===== src/rtl/core/roq_pkg.sv =====
package roq_pkg;

  // Widths fixed by the item format.
  localparam int ENTRY_IDX_W = 6;
  localparam int FIELD_W     = 16;

  // Slots of the shared argument bundle that travels down the chain.
  // Write beats carry the rectangle, query beats carry the segment.
  localparam int RECT_LEFT   = 0;
  localparam int RECT_TOP    = 1;
  localparam int RECT_WIDTH  = 2;
  localparam int RECT_HEIGHT = 3;
  localparam int SEG_POS     = 0;
  localparam int SEG_START   = 1;
  localparam int SEG_END     = 2;

  typedef enum logic [2:0] {
    OP_WRITE = 3'd0,
    OP_WEST  = 3'd1,
    OP_EAST  = 3'd2,
    OP_SOUTH = 3'd3,
    OP_NORTH = 3'd4
  } op_e_t;

  // Control part of one beat as it moves from cell to cell.
  typedef struct packed {
    logic                   valid;
    op_e_t                  op;
    logic [ENTRY_IDX_W-1:0] entry_index;
    logic                   entry_present;
    logic                   rect_disabled;
    logic                   found;
  } roq_ctl_t;

endpackage


===== src/rtl/core/roq_cell.sv =====
module roq_cell
  import roq_pkg::*;
#(
  parameter int COORD_BITS = 16,
  parameter int IDX_W      = 6,
  parameter int CELL_ID    = 0
) (
  input  logic                       clk,
  input  logic                       rst,
  input  logic                       adv,
  input  roq_ctl_t                   in_ctl,
  input  logic [3:0][COORD_BITS-1:0] in_arg,
  input  logic [3:0][COORD_BITS-1:0] in_best,
  input  logic [IDX_W-1:0]           in_best_idx,
  output roq_ctl_t                   out_ctl,
  output logic [3:0][COORD_BITS-1:0] out_arg,
  output logic [3:0][COORD_BITS-1:0] out_best,
  output logic [IDX_W-1:0]           out_best_idx
);

  localparam int C = COORD_BITS;

  // Rectangle held by this cell, with its right and bottom edges kept ready.
  logic         present;
  logic         disabled;
  logic [C-1:0] left;
  logic [C-1:0] top;
  logic [C-1:0] width;
  logic [C-1:0] height;
  logic [C:0]   right;
  logic [C:0]   bottom;

  logic         wr_hit;
  logic [C:0]   pos;
  logic [C:0]   seg_s;
  logic [C:0]   seg_e;
  logic [C:0]   best_right;
  logic [C:0]   best_bottom;
  logic         blocks;
  logic         better;
  logic         take;
  roq_ctl_t     ctl_next;

  assign wr_hit = in_ctl.valid && (in_ctl.op == OP_WRITE)
                  && (32'(in_ctl.entry_index) == CELL_ID);

  assign pos         = {1'b0, in_arg[SEG_POS]};
  assign seg_s       = {1'b0, in_arg[SEG_START]};
  assign seg_e       = {1'b0, in_arg[SEG_END]};
  assign best_right  = {1'b0, in_best[RECT_LEFT]} + {1'b0, in_best[RECT_WIDTH]};
  assign best_bottom = {1'b0, in_best[RECT_TOP]} + {1'b0, in_best[RECT_HEIGHT]};

  // Blocking test and ranking against the best so far for each direction.
  always_comb begin
    blocks = 1'b0;
    better = 1'b0;
    unique case (in_ctl.op)
      OP_WEST: begin
        blocks = ({1'b0, left} < seg_s) && (right > seg_e)
                 && ({1'b0, top} < pos) && (bottom > pos);
        better = right > best_right;
      end
      OP_EAST: begin
        blocks = ({1'b0, left} < seg_e) && (right > seg_s)
                 && ({1'b0, top} < pos) && (bottom > pos);
        better = left < in_best[RECT_LEFT];
      end
      OP_SOUTH: begin
        blocks = (bottom > seg_s) && ({1'b0, top} < seg_e)
                 && ({1'b0, left} < pos) && (right > pos);
        better = top < in_best[RECT_TOP];
      end
      OP_NORTH: begin
        blocks = ({1'b0, top} < seg_s) && (bottom > seg_e)
                 && ({1'b0, left} < pos) && (right > pos);
        better = bottom > best_bottom;
      end
      default: begin
        blocks = 1'b0;
        better = 1'b0;
      end
    endcase
  end

  // Strictly better only, so the lowest slot keeps a tie.
  assign take = in_ctl.valid && present && !disabled && blocks
                && (!in_ctl.found || better);

  // Beat control handed to the next cell, with the found mark updated.
  always_comb begin
    ctl_next       = in_ctl;
    ctl_next.found = in_ctl.found || take;
  end

  // Present marks and beat control.
  always_ff @(posedge clk) begin
    if (rst) begin
      present <= 1'b0;
      out_ctl <= '0;
    end else if (adv) begin
      if (wr_hit) begin
        present <= in_ctl.entry_present;
      end
      out_ctl <= ctl_next;
    end
  end

  // Stored rectangle and beat payload.
  always_ff @(posedge clk) begin
    if (adv) begin
      if (wr_hit && in_ctl.entry_present) begin
        disabled <= in_ctl.rect_disabled;
        left     <= in_arg[RECT_LEFT];
        top      <= in_arg[RECT_TOP];
        width    <= in_arg[RECT_WIDTH];
        height   <= in_arg[RECT_HEIGHT];
        right    <= {1'b0, in_arg[RECT_LEFT]} + {1'b0, in_arg[RECT_WIDTH]};
        bottom   <= {1'b0, in_arg[RECT_TOP]} + {1'b0, in_arg[RECT_HEIGHT]};
      end
      out_arg <= in_arg;
      if (take) begin
        out_best[RECT_LEFT]   <= left;
        out_best[RECT_TOP]    <= top;
        out_best[RECT_WIDTH]  <= width;
        out_best[RECT_HEIGHT] <= height;
        out_best_idx          <= IDX_W'(CELL_ID);
      end else begin
        out_best     <= in_best;
        out_best_idx <= in_best_idx;
      end
    end
  end

  // Only a query beat can carry a blocker.
  a_found_is_query: assert property (@(posedge clk) disable iff (rst)
    (out_ctl.valid && out_ctl.found) |->
      (out_ctl.op == OP_WEST || out_ctl.op == OP_EAST ||
       out_ctl.op == OP_SOUTH || out_ctl.op == OP_NORTH))
    else $error("found set on a beat that is not a query");

  // A blocker chosen here must be a live slot of this cell.
  a_own_pick_live: assert property (@(posedge clk) disable iff (rst)
    (out_ctl.valid && out_ctl.found && out_best_idx == IDX_W'(CELL_ID)) |->
      (present && !disabled))
    else $error("blocker picked from a slot that is absent or disabled");

  // Once a blocker is found, later cells never drop it.
  a_found_kept: assert property (@(posedge clk) disable iff (rst)
    (adv && in_ctl.valid && in_ctl.found) |=> out_ctl.found)
    else $error("found mark lost while passing a cell");

endmodule


===== config.mk =====
export PLATFORM = sky130hd
export DESIGN_NAME = roq_cell
export DESIGN_NICKNAME = d
export VERILOG_FILES = /design/src/rtl/core/roq_pkg.sv /design/src/rtl/core/roq_cell.sv
export SDC_FILE = /design/constraint.sdc
export NUM_CORES = 1
export LEC_CHECK = 0
export BUFFER_PORTS_ARGS = -buffer_cell sky130_fd_sc_hd__buf_2
export CORE_MARGIN = 4
export CORE_UTILIZATION = 47
export CTS_CLUSTER_DIAMETER = 50
export CTS_CLUSTER_SIZE = 20
export DETAILED_ROUTE_END_ITERATION = 7
export MAX_ROUTING_LAYER = met4
export PLACE_DENSITY_LB_ADDON = 0.08
export SLEW_MARGIN = 15
export SYNTH_ARGS = -nofsm -noshare
export SYNTH_HDL_FRONTEND = slang
export SYNTH_SLANG_ARGS = --single-unit

===== constraint.sdc =====
create_clock -name clk -period 6.8 [get_ports clk]
set_clock_uncertainty 0.1 [all_clocks]
set_input_delay 0.68 -clock clk [delete_from_list [all_inputs] [get_ports clk]]
set_output_delay 0.68 -clock clk [all_outputs]
set_load 0.01 [all_outputs]

Word-level counts from Yosys, hierarchy flattened

Cells that the tools add are included.

Register bits: 247
Output and inout bits: 147
Word-level logic and storage cells: 77

Add/sub/neg operators: 4
Magnitude comparators: 16
Eq/ne operators: 4
Mux-type cells: 3
Reduce and logical (&&, ||, !) cells: 27

Operator list:

| kind                 | number |
|---|---|
| $lt A16 B16 Y1       | 8 |
| $gt A17 B16 Y1       | 6 |
| $add A16 B16 Y17     | 4 |
| $mux W64             | 1 |
| $gt A17 B17 Y1       | 2 |
| $logic_and A1 B1 Y1  | 19 |
| $pmux W1 S4          | 2 |
| $eq A3 B2 Y1 const B | 2 |
| $logic_not A6 Y1     | 1 |
| $reduce_and A2 Y1    | 2 |
| $eq A3 B1 Y1 const B | 1 |
| $eq A3 B3 Y1 const B | 1 |
| $logic_not A3 Y1     | 1 |
| $logic_not A1 Y1     | 2 |
| $logic_or A1 B1 Y1   | 2 |

Depth between registers and ports, before layout

Gate-level depths: netlist of the first run.

Depth after elaboration: 8
Mapped depth: 22
Depth with buffers taken out: 21

Least setup slack after synthesis of the first run

No wires, ideal clock.

Path type: input port to flip-flop
Start: in adv
End: reg bottom[0] (enable)
Data arrival time: 5.481 ns
Data required time: 6.141 ns
Path slack: 0.660 ns
Stages: 4
Path buffers: 1
Cells stage by stage: clkbuf_1 nor4b_1 nand4_1 nor2_1

Longest elaborated chain between the ends: 1

Ends and longest elaborated chain:

| item                               | RTL line        | text |
|---|---|---|
| start, declared                    | roq_cell.sv:10  | `input logic adv,` |
| $reduce_and A2 Y1 (no source line) | -               |  |
| end signal, assigned               | roq_cell.sv:118 | `bottom <= {1'b0, in_arg[RECT_TOP]} + {1'b0, in_arg[RECT_HEIGHT]};` |
| end, declared                      | roq_cell.sv:31  | `logic [C:0] bottom;` |

No other way between the ends.
A chain may end at the register's enable or synchronous reset.

Worst setup path in the final report of the first run

Start: in in_best[17] (netlist name)
End: reg out_best[25] (netlist name) (data pin)

Longest elaborated chain between the ends: 6
Elaborated cells on any way between the ends: 7
Those cells by class: add/sub (1); order compare (2); mux (2); reduce/logical (2)

Ends and longest elaborated chain:

| item                          | RTL line        | text |
|---|---|---|
| start, declared               | roq_cell.sv:13  | `input logic [3:0][COORD_BITS-1:0] in_best,` |
| $add A16 B16 Y17              | roq_cell.sv:51  | `assign best_bottom = {1'b0, in_best[RECT_TOP]} + {1'b0, in_best[RECT_HEIGHT]};` |
| $gt A17 B17 Y1                | roq_cell.sv:76  | `better = bottom > best_bottom;` |
| $pmux W1 S4 (*)               | roq_cell.sv:57  | `unique case (in_ctl.op)` |
| $logic_or A1 B1 Y1 (*)        | roq_cell.sv:87  | `&& (!in_ctl.found \|\| better);` |
| $logic_and A1 B1 Y1 (*)       | roq_cell.sv:87  |  |
| $mux W64 (*)                  | roq_cell.sv:121 | `if (take) begin` |
| end signal, assigned by index | roq_cell.sv:122 | `out_best[RECT_LEFT] <= left;` |
| end signal, assigned by index | roq_cell.sv:123 | `out_best[RECT_TOP] <= top;` |
| end signal, assigned by index | roq_cell.sv:124 | `out_best[RECT_WIDTH] <= width;` |
| end, declared                 | roq_cell.sv:17  | `output logic [3:0][COORD_BITS-1:0] out_best,` |

Mark *: on every way between the ends. The rest lies on a longest branch, timed or not.

==> results of run 1 <==
==> per-stage QoR <==
step,area (µm²),power (mW)
floorplan,16600,2.24
global placement,18700,2.51
global route,19600,4.25
CTS,19600,4.10
finish,19600,4.05
detailed placement,18700,2.53
==> state kept, by name (all words and copies together) (netlist names) <==
register / count
height: 16
width: 16
disabled: 1
out_arg: 64
right: 17
bottom: 17
out_ctl: 13
left: 16
out_best_idx: 6
out_best: 64
present: 1
top: 16
==> final timing paths <==
kind,to,start,cells past startpoint,slack (ps)
worst max-delay path,out_best[25],in_best[17],20,1390
worst min-delay path,disabled,in_ctl[1],1,230
worst max register to register,out_best[25],top[14],9,2720
worst min register to register,out_ctl[5],out_ctl[5],2,390
==> synth_stat cells, types with 12 or more instances <==
library cell                 n
sky130_fd_sc_hd__nand4_1    34
sky130_fd_sc_hd__edfxtp_1  233
sky130_fd_sc_hd__xor2_1     20
sky130_fd_sc_hd__mux2_1     12
sky130_fd_sc_hd__nor2b_1    31
sky130_fd_sc_hd__xnor2_1    31
sky130_fd_sc_hd__inv_1     100
sky130_fd_sc_hd__nand2_1    46
sky130_fd_sc_hd__o21ai_0    50
sky130_fd_sc_hd__a21o_1     36
sky130_fd_sc_hd__a21oi_1   113
sky130_fd_sc_hd__ha_1      314
sky130_fd_sc_hd__nand3_1    32
sky130_fd_sc_hd__dfxtp_1    14
sky130_fd_sc_hd__nand2b_1   18
sky130_fd_sc_hd__mux2_2     52
sky130_fd_sc_hd__nor3_1     29
sky130_fd_sc_hd__nor2_1     59
sky130_fd_sc_hd__mux2i_1    12
sky130_fd_sc_hd__a211oi_1   21
==> layout make-up <==
class / count / share of cell area, %
diodes: 2 / 0.0255
clock buffers: 30 / 3.77
clock inverters: 23 / 1.18
inverters: 100 / 1.91
multi-input cells: 1059 / 45.4
flip-flops and latches: 247 / 37.1
well taps: 455 / 2.90
repair buffers: 301 / 7.77
==> logic make-up after synthesis <==
| family | count (synthesis) | synth area share (%) |
|---|---|---|
| xor+xnor | 51 | 2.68 |
| compound gates | 310 | 11.9 |
| buf+inv | 111 | 2.82 |
| fa+ha+maj | 318 | 24.1 |
| simple gates | 304 | 9.71 |
| mux | 76 | 5.05 |
| flops | 247 | 43.7 |
==> power groups by stage <==
stage | Clock [mW] | Sequential [mW] | Combinational (mW)
5_1_grt | 1.66 | 1.77 | 0.819
4_1_cts | 1.59 | 1.77 | 0.736
6_report | 1.55 | 1.77 | 0.730
3_5_place_dp | 0 | 1.80 | 0.731
3_3_place_gp | 0 | 1.80 | 0.713
2_1_floorplan | 0 | 1.84 | 0.402
==> metal layers <==
metal / vias to the layer above / share of wire [%]
li1: 6121 / -
met4: 0 / 2.9
met1: 6032 / 44
met5: - / 0
met2: 327 / 48
met3: 77 / 4.9
==> worst max-delay path, delay by kind of cell <==
| family | cells | cell delay, ps |
|---|---|---|
| xor gates and xnor gates | 1 | 130 |
| buffers and inverters | 2 | 580 |
| adders and majority gates | 2 | 560 |
| AOI/OAI and AO/OA | 7 | 1990 |
| muxes | 1 | 400 |
| and+or+nand+nor | 7 | 1220 |
==> out/qor.yml, run 1 <==
floorplanning:
  ioPinCount: 297
  floorplan.initialDensity_pct: 47.9
  row_count: 68
  floorplan.die_area_um2: 38500
  core_um2: 34700
  dieHeight_um: 196
  die_w_um: 196
cells_and_area:
  layout.cells.most_common_list: "314 x sky130_fd_sc_hd__ha_1, 295 x sky130_fd_sc_hd__buf_2, 233 x sky130_fd_sc_hd__edfxtp_1"
  number_of_inserted_filler_cells_in_the_final_layout: 3029
  sequential_cell_area_um2: 7280
  final_common_cell: "sky130_fd_sc_hd__ha_1"
  design.final.nets: 2206
  post_layout_nonfiller_instances: 2217
  syn2layout_area_growth_pct: 17.9
  drive_above_1_share_pct: 23.9
  multiInputGateArea_um2: 8910
  utilization_pct: 56.5
synthesis:
  yosysUniqueCellTypes: 65
  synth.cell_area_um2: 16600
  netlist.area_leader.share_pct: 42.0
  syn_area_per_cell_um2: 11.7
  synth_nets: 1885
  async_flop_share_pct: 0
  syn-instance-count: 1417
  post_synth_main_area_contributors: "sky130_fd_sc_hd__edfxtp_1 42%, sky130_fd_sc_hd__ha_1 24%, sky130_fd_sc_hd__mux2_2 3.5%"
  synth_enable_flop_cells: 233
  synthesis.yosys.warnings: 0
  synth-seq-area-share_pct: 43.7
  synth_top_flop_cell: "sky130_fd_sc_hd__edfxtp_1"
  synth_top_cell_by_area: "sky130_fd_sc_hd__edfxtp_1"
  postSynthRegisterBits: 247
timing:
  fin_crit_share_pct: 79.6
  timing_hold_violations_final: 0
  total_neg_setup_slack_ps: 0
  fin_crit_ps: 5410
  setup_ws_ps: 1390
  drv_slew: 0
  max_slew_margin_pct: 28.4
  fmax_mhz: 185
  worst-slew-pin-transition_ps: 1050
  finalSetupViolCount: 0
  grt_setup_unrepaired: "false"
  whs_ps: 227
grt:
  maximum_number_of_pins_on_one_net_before_global_route_repair: 88
  busiest_layer: "met2"
  first_global_vias: 13100
  gr-total-overflow: 0
  met2_capacity_usage_during_global_routing_pct: 40.1
  grt_antenna_before_repair: 2
  grt_first_pass_wirelength_um: 70700
  groute.layer.met1.usage_pct: 31.2
  grt_use_total_pct: 24.0
  groute.layer.met3.usage_pct: 2.82
placement:
  place_ws_ps: 840
  hpwl_um: 36700
  place.detailed.instances: 2162
  gpl.final_weighted_congestion: 0.893
  place.port_buffers: 296
critical_path:
  worst_setup_path_start_kind: "input port"
  worst_ep_arrival_time_ps: 5620
  cp_slowest_stage_delay_ps: 570
  path_cells: "buf_2, ha_1, a21oi_1, nor2_1, a211oi_1, a211oi_1, o31ai_1, nor2_1, o31ai_1, nand2b_1, xnor2_1, ha_1, and4_1, nor3b_1, a221oi_1, nor3_1, nor4_2, a21oi_4, buf_4, mux2_2"
  cp_max_fo: 38
  critical_path.endpoint_type: "flop"
  setup.worst_path.class: "input port to flop"
  crit_slowest_cell: "sky130_fd_sc_hd__o31ai_1"
  cp.required_ps: 7010
drt:
  wl_per_cell_um: 20.8
  routed_via_density: 5.66
  detailedRoute.firstPassIterationCount: 7
  first_iter_violations: 543
  route.vias.total: 12600
  wl_um: 46000
  drc: 0
  drt_antenna_net_count: 0
clock_tree:
  clock_insertion_delay_worst_skew_ps: 560
  cts_repair_resize_count: 0
  clock_tree.buffer_depth: 3
  root_buffer: "sky130_fd_sc_hd__clkbuf_16"
  htree_levels: 1
  path_clk_slew_ps: 70
  cts.hold.buffers_added: 0
  cts_sinks: 247
  cts_buffers: 29
  post-cts-setup-buffer-count: 0
  cts_tree: "built"
run_status:
  status: "completed"
pwr:
  static-leakage-power_nw: 8.72
  cellInternalPower_mw: 2.92
  total_switching_power_mw: 1.13
  combPwrFrac_pct: 18.0
  seq_power_share_pct: 43.6
  share_clk_of_total_power_pct: 38.3
  vdd.ir_drop.worst_uv: 226
  power.density_nw_per_um2: 206
  power.switching_fraction_pct: 27.9
min_path:
  hold_path.class: "input port to flop"
job:
  max_cap_violations: 0
No activity file was read; power rests on OpenSTA's default activity.
==> run 2: changes to the inputs <==
--- a/config.mk
+++ b/config.mk
@@ -5,6 +5,7 @@
 export SDC_FILE = /design/constraint.sdc
 export NUM_CORES = 1
 export LEC_CHECK = 0
+export ABC_AREA = 1
 export BUFFER_PORTS_ARGS = -buffer_cell sky130_fd_sc_hd__buf_2
 export CORE_MARGIN = 4
 export CORE_UTILIZATION = 47
==> constraint.sdc (replaced) <==
create_clock -name clk -period 5.6 [get_ports clk]
set_clock_uncertainty 0.1 [all_clocks]
set_input_delay 0.56 -clock clk [delete_from_list [all_inputs] [get_ports clk]]
set_output_delay 0.56 -clock clk [all_outputs]
set_load 0.01 [all_outputs]
==> run 2 against run 1 <==
Compared with the run above: combinational power increased by 27%; synthesized cell count rose by 28%; sequential power is 21% higher; worst setup slack worse by 280 ps; wire length up 14%; synthesized area is 4.0% higher; largest cell class unchanged.
==> out/qor.yml, run 2 <==
cells_and_area:
  design.final.nets: 2584  # +17%
  largestRegisters: "out_arg: 64 flops, out_best: 64 flops"
  syn2layout_area_growth_pct: 17.8  # about the same
  final_common_cell: "sky130_fd_sc_hd__nand2_1"
  layout.cells.most_common_list: "373 x sky130_fd_sc_hd__nand2_1, 314 x sky130_fd_sc_hd__ha_1, 295 x sky130_fd_sc_hd__buf_2"
  utilization_pct: 56.0  # -0.56 points
  drive_above_1_share_pct: 17.9  # -6.0 points
grt:
  grt_first_pass_wirelength_um: 78800  # +12%
  first_global_vias: 13900  # +6.5%
  grt_use_total_pct: 26.5  # +2.5 points
  maximum_number_of_pins_on_one_net_before_global_route_repair: 101  # +15%
  grt_antenna_before_repair: 1  # -1
  gr-total-overflow: 0  # unchanged
clock_tree:
  cts_repair_resize_count: 0  # unchanged
  cts_buffers: 34  # +17%
  root_buffer: "sky130_fd_sc_hd__clkbuf_16"
  clock_insertion_delay_worst_skew_ps: 530  # -30 ps
  clock_tree.buffer_depth: 3  # unchanged
  cts_tree: "built"
  path_clk_slew_ps: 60  # about the same
  cts_sinks: 247  # unchanged
  post-cts-setup-buffer-count: 0  # unchanged
  htree_levels: 2  # +1
  cts.hold.buffers_added: 0  # unchanged
synthesis:
  synthMostInstantiatedCell: "sky130_fd_sc_hd__nand2_1"
  synth_nets: 2276  # +21%
  netlist.area_leader.share_pct: 40.4  # -1.6 points
  synth.top_cells.by_count: "373 x sky130_fd_sc_hd__nand2_1, 314 x sky130_fd_sc_hd__ha_1, 233 x sky130_fd_sc_hd__edfxtp_1"
  synth_top_cell_by_area: "sky130_fd_sc_hd__edfxtp_1"
  postSynthRegisterBits: 247  # unchanged
  synthesis.yosys.warnings: 0  # unchanged
  syn-instance-count: 1808  # +28%
  synth_enable_flop_cells: 233  # unchanged
  syn_area_per_cell_um2: 9.57  # -18%
  post_synth_main_area_contributors: "sky130_fd_sc_hd__edfxtp_1 40%, sky130_fd_sc_hd__ha_1 23%, sky130_fd_sc_hd__nand2_1 8.1%"
  synth_top_flop_cell: "sky130_fd_sc_hd__edfxtp_1"
  synth.cell_area_um2: 17300  # +4.0%
  async_flop_share_pct: 0  # unchanged
  yosysUniqueCellTypes: 42  # -35%
  synth-seq-area-share_pct: 42.0  # -1.7 points
drt:
  drc: 0  # unchanged
  dr_wl_met2_um: 22900  # +3.8%
  wl_um: 52700  # +14%
  routed_via_density: 5.56  # -1.8%
  m1WireLength_um: 23800  # +17%
  routed.top_layer: "met4"
  route.vias.total: 14500  # +16%
  met3_wirelength_um: 4370  # +93%
  detailedRoute.firstPassIterationCount: 5  # -2
  wl_per_cell_um: 20.2  # -2.8%
  first_iter_violations: 1071  # +97%
  drt_antenna_net_count: 0  # unchanged
timing:
  max_slew_margin_pct: 53.2  # +25 points
  drv_slew: 0  # unchanged
  total_neg_setup_slack_ps: 0  # unchanged
  grt_setup_unrepaired: "false"
  timing_hold_violations_final: 0  # unchanged
  finalSetupViolCount: 0  # unchanged
  worst-slew-pin-transition_ps: 702  # -344 ps
  fin_crit_ps: 4490
  fin_crit_share_pct: 80.2
  fmax_mhz: 223
floorplanning:
  die_w_um: 200  # +1.9%
  floorplan.initialDensity_pct: 47.5  # -0.44 points
  ioPinCount: 297  # unchanged
  floorplan.die_area_um2: 40000  # +3.8%
  row_count: 70  # +2.9%
  core_um2: 36400  # +5.0%
  dieHeight_um: 200  # +1.9%
pwr:
  vdd.ir_drop.worst_uv: 202  # -10%
  static-leakage-power_nw: 9.73  # +12%
  power.density_nw_per_um2: 258  # +25%
placement:
  gpl.final_weighted_congestion: 0.971  # +8.8%
  hpwl_um: 42100  # +15%
  place.port_buffers: 296  # unchanged
job:
  max_cap_violations: 0  # unchanged
critical_path:
  worstSetupStartpoint: "in_best[16]"
  cp_max_fo: 43  # +13%
  worst_ep_arrival_time_ps: 4660  # -960 ps
  setup.worst_path.class: "input port to flop"
  cp.required_ps: 5770  # -1240 ps
  critical_path.endpoint_type: "flop"
  startpoint_of_the_worst_slack_reg_to_reg_timing_path: "top[9]"
  worst_setup_path_start_kind: "input port"
run_status:
  status: "completed"
min_path:
  hold_path.class: "input port to flop"
  hp-start: "rst"
[run 2: metal layers]
layer	global-route usage, %	vias up
met5	-	-
li1	-	7090
met2	39.5	535
met1	37.2	6808
met4	8.00	0
met3	4.57	88
[run 2: layout make-up]
class,count,area (µm²)
Antenna cell,2,5.00
Clock inverter,26,292
Clock buffer,35,876
Multi-Input combinational cell,1333,9060
Timing Repair Buffer,303,1570
Tap cell,468,586
Sequential cell,247,7280
Fill cell,3287,16000
Inverter,197,739
[run 2: worst paths after layout]
kind / endpoint / slack, ps / cells after the start
worst max-delay path: out_best[31] / 1110 / 21
worst min-delay path: out_ctl[12] / 90 / 2
worst max register to register: out_best[31] / 1680 / 13
worst min register to register: out_ctl[12] / 350 / 2
[run 2: worst max-delay path: stages]
cell	delay, ps
sky130_fd_sc_hd__buf_2	120
sky130_fd_sc_hd__ha_1	240
sky130_fd_sc_hd__fa_1	410
sky130_fd_sc_hd__nand3_1	90
sky130_fd_sc_hd__nand2_1	100
sky130_fd_sc_hd__a21oi_1	260
sky130_fd_sc_hd__o21ai_0	190
sky130_fd_sc_hd__a31oi_1	250
sky130_fd_sc_hd__o21ai_0	170
sky130_fd_sc_hd__xor2_1	170
sky130_fd_sc_hd__ha_1	300
sky130_fd_sc_hd__nand4_1	160
sky130_fd_sc_hd__nor2_1	180
sky130_fd_sc_hd__nand3b_1	100
sky130_fd_sc_hd__nand3_1	100
sky130_fd_sc_hd__a21boi_0	130
sky130_fd_sc_hd__nand4_1	180
sky130_fd_sc_hd__nand3_4	420
sky130_fd_sc_hd__buf_12	360
sky130_fd_sc_hd__nand2_1	80
sky130_fd_sc_hd__nand2_1	60
[run 2: kinds of logic after synthesis]
family                     Yosys count  share of synthesized area (%)
adders and majority gates          318                           23.2
DFF                                247                           42.0
and+or+nand+nor                    662                           17.0
AOI/OAI and AO/OA                  299                           9.37
buffers and inverters              228                           5.73
xor gates and xnor gates            54                           2.73
[run 2: metrics by stage]
step	cells	setup WS, ps	total power, mW	hold WS, ps	cell area [µm²]
detailed placement	2548	542	3.11	349	19200
global placement	2548	644	3.08	347	19200
finish	2611	1110	5.26	92.5	20400
CTS	2609	1090	5.31	76.1	20400
floorplan	1808	160	2.76	380	17300
global route	2610	682	5.53	84.6	20400
[run 2: where the power goes]
group	internal (mW)	switching (mW)	total, mW
logic	0.352	0.575	0.927
registers	2.13	0.0227	2.15
clock network	1.25	0.936	2.18
total	3.72	1.53	5.26
